===== config.mk =====
export PLATFORM = sky130hd
export DESIGN_NAME = two_key_click_long_press_detector
export DESIGN_NICKNAME = d
export VERILOG_FILES = /design/src/design/tkcd_pkg.sv /design/src/design/two_key_click_long_press_detector.sv
export SDC_FILE = /design/constraint.sdc
export NUM_CORES = 1
export LEC_CHECK = 0
export ABC_AREA = 0
export BUFFER_PORTS_ARGS = -buffer_cell sky130_fd_sc_hd__buf_2
export CAP_MARGIN = 30
export CORE_UTILIZATION = 50
export CTS_CLUSTER_DIAMETER = 120
export CTS_CLUSTER_SIZE = 8
export DETAILED_ROUTE_END_ITERATION = 16
export HOLD_SLACK_MARGIN = 0.02
export PLACE_DENSITY = 0.85
export SYNTH_ARGS = -nofsm -noshare
export SYNTH_HDL_FRONTEND = slang
export SYNTH_SLANG_ARGS = --single-unit

===== constraint.sdc =====
create_clock -name clk -period 4.06 [get_ports clk]
set_input_delay 0.812 -clock clk [delete_from_list [all_inputs] [get_ports clk]]
set_output_delay 0.812 -clock clk [all_outputs]
set_load 0.01 [all_outputs]

===== src/design/tkcd_pkg.sv =====
package tkcd_pkg;

  // Scan modes of the detector.
  localparam logic [1:0] MODE_IDLE    = 2'd0;
  localparam logic [1:0] MODE_K0      = 2'd1;
  localparam logic [1:0] MODE_K1      = 2'd2;
  localparam logic [1:0] MODE_RELEASE = 2'd3;

  // Event codes reported per key.
  typedef enum logic [1:0] {
    EV_NONE  = 2'd0,
    EV_CLICK = 2'd1,
    EV_LONG  = 2'd2
  } key_event_t;

  // Configuration register map.
  localparam int unsigned CFG_ADDR_W     = 3;
  localparam logic        CFG_IDX_LONG   = 1'b0;
  localparam logic [7:0]  LONG_TICKS_RST = 8'd100;
  localparam logic [7:0]  HOLD_MAX       = 8'd255;

endpackage


===== src/design/two_key_click_long_press_detector.sv =====
// Two-key click and long-press detector.
//
// The input channel (in_valid / in_stall) carries one scan tick per word: the
// levels of key 0 and key 1 and a clear request that wipes the stored events
// and the event flag before the tick is evaluated. Every accepted tick gives
// exactly one result word on the output channel (out_valid / out_stall) with
// the current key 0 event, key 1 event and the sticky event flag.
//
// The result is registered: a tick accepted at one edge shows its result from
// the next cycle on. One tick is accepted per cycle while in_stall is low; the
// state update is a single compare and increment of the 8-bit hold counter
// between the input and the result registers. While a result waits under
// out_stall, in_stall is raised and the result and all state hold still.
//
// The APB-style port holds one register, long_press_ticks, at byte address 0.
// A press counts as long once the hold count exceeds it. Writes take effect
// at the access edge; reads return it when cfg_paddr[2] is 0, and zero otherwise.
//
// Reset clears the mode, counters, events and flag, sets long_press_ticks to
// 100 and leaves the output channel empty.
module two_key_click_long_press_detector
  import tkcd_pkg::*;
(
  input  logic                  clk,
  input  logic                  rst_n,
  // Scan tick channel.
  input  logic                  in_valid,
  output logic                  in_stall,
  input  logic                  in_key0_down,
  input  logic                  in_key1_down,
  input  logic                  in_clear_events,
  // Result channel.
  output logic                  out_valid,
  input  logic                  out_stall,
  output logic [1:0]            out_key0_event,
  output logic [1:0]            out_key1_event,
  output logic                  out_event_flag,
  // Configuration port.
  input  logic                  cfg_psel,
  input  logic                  cfg_penable,
  input  logic                  cfg_pwrite,
  input  logic [CFG_ADDR_W-1:0] cfg_paddr,
  input  logic [31:0]           cfg_pwdata,
  output logic [31:0]           cfg_prdata,
  output logic                  cfg_pready
);

  logic [7:0]  long_ticks_r;
  logic [1:0]  mode_r, mode_nxt;
  logic [7:0]  hold_r, hold_nxt;
  logic        held_r, held_nxt;
  key_event_t  ev0_r, ev0_nxt;
  key_event_t  ev1_r, ev1_nxt;
  logic        flag_r, flag_nxt;
  logic        out_valid_r;
  logic        in_accept;
  logic        cfg_write;
  logic        any_down;
  logic [7:0]  hold_inc;

  // Handshakes: a new word enters unless a result is stuck downstream.
  assign in_stall  = out_valid_r & out_stall;
  assign in_accept = in_valid & ~in_stall;
  assign cfg_pready = 1'b1;
  assign cfg_write  = cfg_psel & cfg_penable & cfg_pwrite & cfg_pready;
  assign cfg_prdata = (cfg_paddr[2] == CFG_IDX_LONG) ? {24'd0, long_ticks_r} : 32'd0;

  // Threshold register.
  always_ff @(posedge clk) begin
    if (!rst_n) begin
      long_ticks_r <= LONG_TICKS_RST;
    end else if (cfg_write && cfg_paddr[2] == CFG_IDX_LONG) begin
      long_ticks_r <= cfg_pwdata[7:0];
    end
  end

  assign any_down = in_key0_down | in_key1_down;
  assign hold_inc = (hold_r != HOLD_MAX) ? hold_r + 8'd1 : hold_r;

  // Next-state logic for one scan tick.
  always_comb begin
    mode_nxt = mode_r;
    hold_nxt = hold_r;
    held_nxt = held_r;
    ev0_nxt  = ev0_r;
    ev1_nxt  = ev1_r;
    flag_nxt = flag_r;
    if (in_clear_events) begin
      ev0_nxt  = EV_NONE;
      ev1_nxt  = EV_NONE;
      flag_nxt = 1'b0;
    end
    unique case (mode_r)
      MODE_IDLE: begin
        if (in_key1_down) begin
          mode_nxt = MODE_K1;
        end else if (in_key0_down) begin
          mode_nxt = MODE_K0;
        end
        hold_nxt = 8'd0;
        held_nxt = 1'b0;
      end
      MODE_K0, MODE_K1: begin
        if (any_down) begin
          held_nxt = 1'b1;
          hold_nxt = hold_inc;
          if (hold_inc > long_ticks_r) begin
            // Long press: key 1 wins when both are held.
            flag_nxt = 1'b1;
            ev0_nxt  = in_key1_down ? EV_NONE : EV_LONG;
            ev1_nxt  = in_key1_down ? EV_LONG : EV_NONE;
            hold_nxt = 8'd0;
            held_nxt = 1'b0;
            mode_nxt = MODE_RELEASE;
          end
        end else if (held_r) begin
          // Click on the confirmed key.
          ev0_nxt  = (mode_r == MODE_K0) ? EV_CLICK : EV_NONE;
          ev1_nxt  = (mode_r == MODE_K0) ? EV_NONE : EV_CLICK;
          flag_nxt = 1'b1;
          mode_nxt = MODE_RELEASE;
        end else begin
          // Released without a held tick: drop the reports.
          mode_nxt = MODE_IDLE;
          ev0_nxt  = EV_NONE;
          ev1_nxt  = EV_NONE;
        end
      end
      MODE_RELEASE: begin
        if (!any_down) begin
          mode_nxt = MODE_IDLE;
        end
      end
      default: begin
        mode_nxt = MODE_IDLE;
      end
    endcase
  end

  // State and result registers; the reports are the result word.
  always_ff @(posedge clk) begin
    if (!rst_n) begin
      mode_r      <= MODE_IDLE;
      hold_r      <= 8'd0;
      held_r      <= 1'b0;
      ev0_r       <= EV_NONE;
      ev1_r       <= EV_NONE;
      flag_r      <= 1'b0;
      out_valid_r <= 1'b0;
    end else begin
      if (in_accept) begin
        mode_r <= mode_nxt;
        hold_r <= hold_nxt;
        held_r <= held_nxt;
        ev0_r  <= ev0_nxt;
        ev1_r  <= ev1_nxt;
        flag_r <= flag_nxt;
      end
      if (in_accept) begin
        out_valid_r <= 1'b1;
      end else if (!out_stall) begin
        out_valid_r <= 1'b0;
      end
    end
  end

  assign out_valid      = out_valid_r;
  assign out_key0_event = ev0_r;
  assign out_key1_event = ev1_r;
  assign out_event_flag = flag_r;

  // A stored report always comes with the sticky flag set.
  a_report_has_flag: assert property (@(posedge clk) disable iff (!rst_n)
    (ev0_r != EV_NONE || ev1_r != EV_NONE) |-> flag_r)
    else $error("report stored without event flag");

  // At most one key carries a report.
  a_single_report: assert property (@(posedge clk) disable iff (!rst_n)
    !(ev0_r != EV_NONE && ev1_r != EV_NONE))
    else $error("both keys report at once");

  // Every accepted tick yields a result in the next cycle.
  a_accept_gives_result: assert property (@(posedge clk) disable iff (!rst_n)
    in_accept |=> out_valid_r)
    else $error("accepted tick produced no result");

  // The hold count is zero whenever the detector sits idle after a tick.
  a_idle_no_hold: assert property (@(posedge clk) disable iff (!rst_n)
    (in_accept && mode_r == MODE_IDLE) |=> (hold_r == 8'd0 && !held_r))
    else $error("hold count not cleared in idle");

endmodule


After elaboration in Yosys (flattened, before gate mapping)
Cells that the tools add are included.

operators by class
  $add $sub $neg = 1
  $mul = 0
  div/mod/pow operators = 0
  order comparisons = 1
  eq/ne operators = 9
  shift-type cells = 0
  muxes and demuxes = 36
  bitwise operators = 7
  reductions and logical operators = 6

operator list
  cell                                           count
  two-way mux 2 bit                              16
  two-way mux 8 bit                              4
  case mux 8 bit (2 select lines)                1
  two-way mux 1 bit                              13
  adder 8 x 1 -> 8 bit, second input constant    1
  > comparator 8 bit                             1
  != test 8 bit, second input constant           1
  != test 3 bit, second input constant           2
  case mux 2 bit (3 select lines)                1
  bitwise AND 1 bit                              4
  == test 2 bit, second input constant           2
  != test 2 bit, second input constant           2
  AND reduction 4 bit                            1
  AND reduction 3 bit                            1
  == test 2 x 1 -> 1 bit, second input constant  1
  logical NOT 2 bit                              1
  != test 2 x 1 -> 1 bit, second input constant  1
  NOT 1 bit                                      2
  case mux 1 bit (2 select lines)                1
  nonzero test 2 bit                             1
  OR reduction 2 bit                             1
  logical AND 1 bit                              1
  bitwise OR 1 bit                               1

word-level totals
  flip-flop bits (word level) = 25
  latch bits = 0
  RAM bits = 0
  memory bits (read-only) = 0
  input port bits = 45
  output and inout port bits = 40
  word-level logic and storage cells = 68
  memories = 0

Longest topological paths before layout
Gate-level depths: netlist of the first run.

  depth in word-level cells = 6
  gate-level depth with buffers = 12
  mapped depth without buffers = 11

Worst setup path before layout of the first run
No wires, ideal clock.

  path type = reg2reg
  start point = register hold_r[0]
  end point = register ev0_r[0], in the netlist out_key0_event[0]
  setup time = 0.074 ns
  data arrival time = 2.707 ns
  data required time = 3.986 ns
  path slack = 1.279 ns
  stages on the path, launching flop included = 13
  buffers on the path = 1
  clock period less this slack = 2.781 ns
  cells stage by stage = dfxtp_1 -> ha_1 -> nand2_1 -> or3_1 -> buf_6 -> nand2_1 -> o21ai_0 -> ha_1 -> nor2b_1 -> o211ai_1 -> a211oi_2 -> or4_1 -> a31oi_1

on the way
  longest elaborated chain between the ends = 6
  elaborated cells between the ends (all ways) = 7
  classes of those cells = 1 x add/sub; 1 x order compare; 1 x eq/ne; 4 x mux

ends and longest elaborated chain
  item                                                   line                                      source
  from (decl)                                            two_key_click_long_press_detector.sv:50   logic [7:0] hold_r, hold_nxt;
  from (signal assigned)                                 two_key_click_long_press_detector.sv:153  hold_r <= hold_nxt;
  adder 8 x 1 -> 8 bit or != test 8 bit (tied branches)  two_key_click_long_press_detector.sv:78   assign hold_inc = (hold_r != HOLD_MAX) ? hold_r + 8'd1 : hold_r;
  two-way mux 8 bit *                                    two_key_click_long_press_detector.sv:78
  > comparator 8 bit *                                   two_key_click_long_press_detector.sv:107  if (hold_inc > long_ticks_r) begin
  two-way mux 2 bit *                                    two_key_click_long_press_detector.sv:107
  two-way mux 2 bit *                                    two_key_click_long_press_detector.sv:104  if (any_down) begin
  two-way mux 2 bit *                                    two_key_click_long_press_detector.sv:93   unique case (mode_r)
  to (signal assigned)                                   two_key_click_long_press_detector.sv:155  ev0_r <= ev0_nxt;
  to (decl)                                              two_key_click_long_press_detector.sv:52   key_event_t ev0_r, ev0_nxt;

Every way passes the cells marked *; elsewhere a longest branch is shown, timed or not.
A chain may end at the register's enable or synchronous reset.

Worst setup path after layout of the first run
Same ends and word-level chain as after synthesis.

==> flow_summary.json, run 1 <==
{
  "pre_cts_slack_ns": 0.9395,
  "synth_area_leader_cell": "dfxtp_1",
  "ios": 85,
  "cp.arrival_ns": 3.42,
  "synth-seq-area-share": 0.2757,
  "status": "complete, no violations",
  "final_common_cell": "buf_2",
  "fin_setup_tns_ns": 0,
  "clk_pin_slew_ns": 0.14,
  "cp_slowest_cell": "or3_1",
  "worstSetupEndpointType": "flop",
  "rows": 21,
  "synth-simple-area-share": 0.2261,
  "clock.fmax_mhz": 317.2,
  "clkLatencyLatePin_ns": 0.33,
  "drtIter0Drc": 66,
  "slowest_delay_ns": 0.49,
  "finalSetupViolCount": 0,
  "synth.ff_latch_count": 25,
  "cap_violations": 0,
  "synthAdderAreaFrac": 0.08959,
  "synth_area_mm2": 0.001815,
  "grt_max_degree": 27,
  "cts_sinks": 25,
  "synth.avg_cell_area_um2": 8.069,
  "cts_buffer_depth": 2,
  "timing_hold_violations_final": 0,
  "synth_top_family_by_area": "simple AND/OR/NAND/NOR gates",
  "route.detailed.drc": 0,
  "antenna_found_initial": 0,
  "root_buffer": "clkbuf_4",
  "rsz0062_at_grt": "false",
  "crit_chain": "ha_1 -> nand2_1 -> or3_1 -> nand2_1 -> o21ai_0 -> ha_1 -> nor2b_1 -> o211ai_1 -> a211oi_2 -> or4_1 -> a31oi_1",
  "fin_util": 0.5648,
  "power.leakage_nw": 0.8674,
  "wl_mm": 3.585,
  "dieHeight_um": 62.26,
  "dr.pass1.iters": 4,
  "fin_ws_ns": 0.9078,
  "drive_gt1_frac": 0.1976,
  "diodes": 0,
  "die-width_um": 62.26,
  "cts_resized": 0,
  "tritoncts": "done",
  "async_reset_ff_frac": 0,
  "synth_mux_area_frac": 0.02895,
  "crit_fanout": 7,
  "initial_utilization": 0.5315,
  "cts_max_level": 1,
  "grt_first_pass_wirelength_mm": 6.009,
  "cts_setup_buffers": 0,
  "nets": 312,
  "layout_common_cells": "buf_2 (33), nand2_1 (26), conb_1 (25), dfxtp_1 (25), nor2_1 (23)",
  "synth_top_cell_area_share": 0.2757,
  "synthXorXnorAreaFrac": 0.01447,
  "gp_congestion": 0.7823,
  "synth_edf_count": 0,
  "post-route-period-util": 0.7764,
  "wl_per_cell_um": 11.99,
  "crit_type": "reg2reg",
  "core_mm2": 0.003416,
  "cts.hold.buffers_added": 0,
  "powerDensity_mw_per_mm2": 247.8,
  "dp_hpwl_mm": 2.708,
  "drtAntennaViolNets": 0,
  "synthCells": 225,
  "port_buffers": 33,
  "synthFlopType": "dfxtp_1",
  "via_count": 1586,
  "cts-buffers-inserted": 3,
  "dieArea_mm2": 0.003876,
  "yosys_warnings": 0,
  "power_uw": 478.1,
  "synth_compound_area_frac": 0.2102,
  "hp-class": "reg2reg",
  "viasPerCell": 5.304,
  "track_usage": 0.1873,
  "grt-ovfl-total": 0,
  "fin_skew_ns": 0.007993,
  "period_minus_slack_ns": 3.152,
  "ir_drop_mv": 0.1917,
  "grt_pass1_vias": 1457,
  "yosys-top-cells-area": "dfxtp_1 (28%), buf_4 (10%), ha_1 (9.0%)",
  "start_kind": "flop",
  "yosys.cell_types.count": 50,
  "critPathRequiredTime_ns": 4.32,
  "area_growth_pct": 6.272,
  "final-max-slew-violation-count": 0
}
## final cells by class
cell class,count,area [µm²]
Sequential cell,25,500.5
Tap cell,46,57.56
Clock buffer,4,26.28
Fill cell,343,1486
Multi-Input combinational cell,177,1127
Inverter,14,52.55
Timing Repair Buffer,33,165.2
## power by group
group	total [mW]	leakage [nW]	switching, mW	internal [mW]
Combinational	0.102	0.650	0.0639	0.0379
Sequential	0.258	0.202	0.00598	0.252
Clock	0.118	0.0150	0.0797	0.0386
## path summary, 6_finish.rpt
kind,from,to,slack (ns),cells past startpoint
hold / removal,long_ticks_r[1],long_ticks_r[1],0.48,2
hold reg to reg,long_ticks_r[1],long_ticks_r[1],0.48,2
setup reg to reg,hold_r[0],out_key0_event[0],0.91,11
setup / recovery,hold_r[0],out_key0_event[0],0.91,11
## state kept, by name, indices dropped and copies added (netlist names)
name	cells
hold_r	8
out_event_flag	1
out_key1_event	2
out_valid	1
long_ticks_r	8
mode_r	2
held_r	1
out_key0_event	2
## stage by stage
step | hold WS (ns) | std cells | area, µm²
finish | 0.4751 | 299 | 1929
global route | 0.5110 | 299 | 1929
CTS | 0.4776 | 299 | 1929
detailed placement | 0.4593 | 295 | 1903
global placement | 0.4514 | 295 | 1903
floorplan | 0.4435 | 248 | 1902
## Yosys cell counts (4+ instances only)
master and number:
o211ai_1 4, nor2_1 23, inv_1 14, dfxtp_1 25, a21oi_1 7, buf_4 25
a21boi_0 7, ha_1 13, clkbuf_1 6, nand3_1 6, nand2_1 26, a32o_1 6
o21ai_0 10
## metal layers
metal  routed length (µm)  vias up  share of wire  GRT usage
li1                     -      798              -          -
met1                 1655      720           0.46     0.2144
met2                 1698       62           0.47     0.3475
met3                  194        6          0.054    0.03125
met4                   37        0          0.010    0.06395
met5                    0        -              0          0
## critical path, delay by kind of cell, from the launching register on
kind	cells	cell delay (ns)
compound gates	4	0.74
simple gates	5	1.33
fa+ha+maj	2	0.57
flops	1	0.46
## logic make-up (layout without fill, tap and decap cells)
family          count (synthesis)  count (layout)
simple gates                   80              80
compound gates                 51              51
buf+inv                        46              51
flops                          25              25
fa+ha+maj                      13              13
mux                             5               5
xor+xnor                        3               3
other cells                     2              25
No activity file was read; power rests on OpenSTA's default activity.
==> run 2: changes to the inputs <==
Settings changed: CORE_UTILIZATION 50 to 42, PLACE_DENSITY 0.85 to 0.76.
Clock period 4.06 ns to 2.55 ns, I/O delays scaled along.
==> run 2 against run 1 <==
- setup slack got worse by 1.1 ns
- wire length rose by 14%
- final cell count increased by 8.7%
- the flow now finishes with violations (setup timing)
- critical path type unchanged
- clock skew down 0.0066 ns
==> flow_summary.json, run 2 (synthesis results as in run 1) <==
{
  "slowest_delay_ns": 0.44,
  "initial_utilization": 0.4443,
  "cts_max_level": 1,
  "final-instance-count-excl-fill": 325,
  "grt_pass1_vias": 1551,
  "largest_registers": "hold_r: 8 flops, long_ticks_r: 8 flops",
  "cts-buffers-inserted": 3,
  "via_count": 1666,
  "nets": 334,
  "violations": "setup timing",
  "pwr-share-comb": 0.216,
  "cts_buffer_depth": 2,
  "grt_max_degree": 27,
  "fin_util": 0.5490,
  "cap_violations": 0,
  "crit_buf_inv": 2,
  "swShare": 0.3003,
  "grt_first_pass_wirelength_mm": 6.582,
  "timing_hold_violations_final": 0,
  "crit_chain": "ha_4 -> nand2_2 -> or3_4 -> nand2_2 -> o21ai_2 -> ha_1 -> nor2b_4 -> o211ai_1 -> buf_4 -> a211oi_4 -> buf_4 -> o41ai_2 -> o2bb2ai_1",
  "crit_family": "compound AO/OA/AOI/OAI gates",
  "grt-ovfl-total": 0,
  "ir_drop_mv": 0.3718,
  "power.leakage_nw": 1.033,
  "cts.hold.buffers_added": 0,
  "viasPerCell": 5.126,
  "power_uw": 835.8,
  "p_int_uw": 584.9,
  "p_clk_frac": 0.295,
  "cp_slowest_cell": "or3_4",
  "whs_ns": 0.4539,
  "post-route-period-util": 1.060,
  "wl_per_cell_um": 12.57,
  "drtAntennaViolNets": 0,
  "clk_pin_slew_ns": 0.09,
  "finalSetupViolCount": 15,
  "critPathRequiredTime_ns": 2.72,
  "antenna_found_initial": 0,
  "powerDensity_mw_per_mm2": 372.6,
  "wl_mm": 4.086,
  "fin_ws_ns": -0.1524,
  "diodes": 0,
  "final_common_cell": "buf_2",
  "status": "finished with violations",
  "clkLatencyLatePin_ns": 0.28,
  "crit_type": "reg2reg",
  "dieHeight_um": 67.75,
  "tritoncts": "done",
  "area_growth_pct": 23.57,
  "route.detailed.drc": 0,
  "hp-class": "in2reg",
  "finalInstanceArea_mm2": 0.002243,
  "drive_gt1_frac": 0.3309,
  "period_minus_slack_ns": 2.702,
  "place_area_mm2": 0.002088,
  "power.switching_uw": 251.0,
  "fin_skew_ns": 0.001360,
  "rsz0062_at_grt": "true",
  "cts_sinks": 25,
  "dp_cells": 320,
  "track_usage": 0.1905,
  "dp_hpwl_mm": 3.033,
  "cp.arrival_ns": 2.87,
  "start_kind": "flop",
  "final-max-slew-violation-count": 0,
  "crit_fanout": 5,
  "rows": 23,
  "clock.fmax_mhz": 370.0,
  "port_buffers": 33,
  "gp_congestion": 0.7993,
  "root_buffer": "clkbuf_8",
  "dieArea_mm2": 0.004589,
  "worstSetupEndpointType": "flop",
  "layout_common_cells": "buf_2 (33), conb_1 (25), nand2_1 (24)",
  "seq_power_share": 0.490,
  "dr.pass1.iters": 4,
  "ios": 85,
  "core_mm2": 0.004086,
  "die-width_um": 67.75,
  "drtIter0Drc": 33
}
[run 2: final cells by class]
cell class              count  area [µm²]
repair buffers             55       334.1
multi-input cells         177        1244
fillers                   403        1843
inverters                  14       52.55
flip-flops and latches     25       505.5
well taps                  50       62.56
clock buffers               4       45.04
[run 2: metrics by stage]
stage / TNS [ns] / worst slack (ns)
6_report: -1.383 / -0.1524
4_1_cts: -0.8056 / -0.09098
5_1_grt: -3.542 / -0.2731
3_5_place_dp: -2.105 / -0.1921
3_3_place_gp: -1.677 / -0.1530
2_1_floorplan: -0.2197 / -0.08613
[run 2: repair_timing]
action / 4_1_cts / 5_1_grt
gates resized for setup: 8 / 13
pin swaps: 7 / 12
buffers inserted: 0 / 2
setup endpoints to repair: 15 / 16
[run 2: worst min-delay path, delay by kind of cell]
kind | cells | cell delay, ns
compound gates | 1 | 0.07
simple gates | 1 | 0.04
buf+inv | 1 | 0.07
[run 2: path summary, 6_finish.rpt]
kind                                       from               to  slack, ns  depth (start not counted)
worst min-delay path              cfg_pwdata[5]  long_ticks_r[5]       0.45                          3
worst max-delay path                  hold_r[0]        hold_r[1]      -0.15                         13
worst max register to register        hold_r[0]        hold_r[1]      -0.15                         13
worst min register to register  long_ticks_r[4]  long_ticks_r[4]       0.47                          2
[run 2: power by group through the flow]
stage / clock, mW / sequential, mW / combinational [mW]
after floorplan: 0 / 0.418 / 0.147
after global placement: 0 / 0.418 / 0.165
after detailed placement: 0 / 0.419 / 0.169
after CTS: 0.254 / 0.409 / 0.174
after global routing: 0.267 / 0.411 / 0.203
final: 0.246 / 0.409 / 0.180
[run 2: layer usage]
layer | wire (µm) | vias to the layer above | part of all wire | track usage
met3 | 186 | 4 | 0.046 | 0.04054
met1 | 1779 | 784 | 0.44 | 0.2143
met2 | 2087 | 42 | 0.51 | 0.3589
li1 | - | 836 | - | -
met4 | 33 | 0 | 0.0081 | 0.04255
met5 | 0 | - | 0 | 0
==> run 3: changes to the inputs <==
Settings changed: SETUP_SLACK_MARGIN set to 0.15.
==> run 3 against run 2 <==
- largest cell class unchanged
- the run still ends with setup timing left
- final cell count is 0.92% higher
- sequential share of layout area decreased by 0.62 points
- critical path type unchanged
- register-to-register slack gained 0.04 ns
- critical path depth fell by 2
- clock skew is 0.0023 ns higher
==> flow_summary.json, run 3 (synthesis results as in run 1) <==
{
  "drive_gt1_frac": 0.3525,
  "grt_use_met2": 0.3379,
  "grtUsageMet3": 0.04223,
  "drtIter0Drc": 102,
  "dp_hpwl_mm": 2.875,
  "area_growth_pct": 27.08,
  "violations": "setup timing",
  "grtUsageMet1": 0.2113,
  "path_depth": 11,
  "fin_util": 0.5646,
  "layout_common_cells": "buf_2 (33), conb_1 (25), nand2_1 (23), dfxtp_1 (23), nor2_1 (22)",
  "cp_slowest_cell": "or4_4",
  "cap_violations": 0,
  "clock.fmax_mhz": 375.9,
  "timing_hold_violations_final": 0,
  "hold_start": "cfg_pwdata[5]",
  "crit_family": "simple AND/OR/NAND/NOR gates",
  "tritoncts": "done",
  "drtAntennaViolNets": 0,
  "grt-ovfl-total": 0,
  "rr_startpoint": "hold_r[0]",
  "gp_congestion": 0.8075,
  "place_area_mm2": 0.002103,
  "viasPerCell": 5.122,
  "initial_utilization": 0.4443,
  "cts.hold.buffers_added": 0,
  "post-route-period-util": 1.043,
  "clk_pin_slew_ns": 0.09,
  "wl_mm": 4.125,
  "reg2reg_depth": 11,
  "critPathRequiredTime_ns": 2.76,
  "via_count": 1680,
  "root_buffer": "clkbuf_8",
  "track_usage": 0.1877,
  "crit_buf_inv": 1,
  "status": "finished with violations",
  "cp.arrival_ns": 2.87,
  "startpoint": "hold_r[0]",
  "worstSetupEndpointType": "flop",
  "seq_power_share": 0.486,
  "grt_busiest_layer": "met2",
  "core_mm2": 0.004086,
  "die-width_um": 67.75,
  "cts_sinks": 25,
  "dr.pass1.iters": 4,
  "largest_registers": "hold_r: 8 flops, long_ticks_r: 8 flops",
  "clkLatencyLatePin_ns": 0.28,
  "route.detailed.drc": 0,
  "crit_path_frequent_cell": "nor2_4",
  "hp-class": "in2reg",
  "grt_pass1_vias": 1513,
  "grt_first_pass_wirelength_mm": 6.417,
  "ir_drop_mv": 0.4084,
  "period_minus_slack_ns": 2.660,
  "swShare": 0.3027,
  "rr_endpoint": "out_key0_event[0]",
  "power.switching_uw": 255.0,
  "cts-buffers-inserted": 3,
  "dieArea_mm2": 0.004589,
  "crit_end": "out_key0_event[0]",
  "diodes": 0,
  "pwr-share-comb": 0.222,
  "crit_fanout": 5,
  "finalSetupViolCount": 15,
  "crit_chain": "ha_4 -> nand2_2 -> or3_4 -> buf_4 -> xnor2_2 -> ha_1 -> nand4_1 -> nor2_4 -> nor2_4 -> or4_4 -> a31oi_1",
  "ios": 85,
  "rows": 23,
  "slowest_delay_ns": 0.50,
  "p_int_uw": 587.4,
  "antenna_found_initial": 0,
  "p_clk_frac": 0.292,
  "final-max-slew-violation-count": 0,
  "crit_type": "reg2reg",
  "grt_max_degree": 27,
  "nets": 337,
  "r2r_slack_ns": -0.11,
  "cts_buffer_depth": 2,
  "cts_max_level": 1,
  "port_buffers": 33,
  "wl_per_cell_um": 12.58,
  "start_kind": "flop",
  "dieHeight_um": 67.75,
  "rsz0062_at_grt": "true",
  "fin_setup_tns_ns": -1.209,
  "fin_ws_ns": -0.1104,
  "final_common_cell": "buf_2",
  "powerDensity_mw_per_mm2": 365.1,
  "fin_skew_ns": 0.003614,
  "finalInstanceArea_mm2": 0.002307,
  "power.leakage_nw": 1.031
}
==> run 3: metrics by stage <==
stage          hold WS [ns]  setup slack, ns  instances  power [mW]
5_1_grt              0.4524          -0.2201        328      0.8908
2_1_floorplan        0.4435         -0.08332        248      0.5673
6_report             0.4532          -0.1104        328      0.8424
3_3_place_gp         0.4516          -0.1555        321      0.5849
3_5_place_dp         0.4581          -0.1769        321      0.5880
4_1_cts              0.4510         -0.07721        326      0.8458
==> run 3: power by group through the flow <==
stage / clock (mW) / combinational (mW) / sequential [mW]
2_1_floorplan: 0 / 0.149 / 0.418
3_3_place_gp: 0 / 0.167 / 0.418
3_5_place_dp: 0 / 0.170 / 0.418
4_1_cts: 0.259 / 0.178 / 0.409
5_1_grt: 0.270 / 0.209 / 0.411
6_report: 0.246 / 0.187 / 0.409
==> run 3: area by class of cell <==
| type | instances | area (µm²) |
|---|---|---|
| Sequential cell | 25 | 505.5 |
| Inverter | 14 | 52.55 |
| Tap cell | 50 | 62.56 |
| Fill cell | 367 | 1779 |
| Multi-Input combinational cell | 177 | 1270 |
| Timing Repair Buffer | 58 | 371.6 |
| Clock buffer | 4 | 45.04 |
==> run 3: how the worst min path moves through the flow <==
stage                            endpoint  depth (start not counted)
after floorplan           long_ticks_r[1]                          2
after CTS                 long_ticks_r[5]                          3
after global placement    long_ticks_r[3]                          2
after global routing      long_ticks_r[5]                          3
final                     long_ticks_r[5]                          3
after detailed placement  long_ticks_r[3]                          2
==> run 3: worst min-delay path: stages <==
cell,delay (ns)
buf_2,0.08
nand2_1,0.04
o211ai_1,0.07
==> run 3: layer usage <==
| layer | share of wire | vias to the layer above |
|---|---|---|
| met5 | 0 | - |
| met4 | 0.022 | 0 |
| met3 | 0.051 | 8 |
| met2 | 0.51 | 52 |
| met1 | 0.42 | 778 |
| li1 | - | 842 |
==> run 3: repair_timing <==
| item | in CTS | in global routing |
|---|---|---|
| pin swaps | 6 | 5 |
| resized for setup | 14 | 16 |
| endpoints found under the setup margin | 16 | 16 |
| buffers inserted | 1 | 2 |
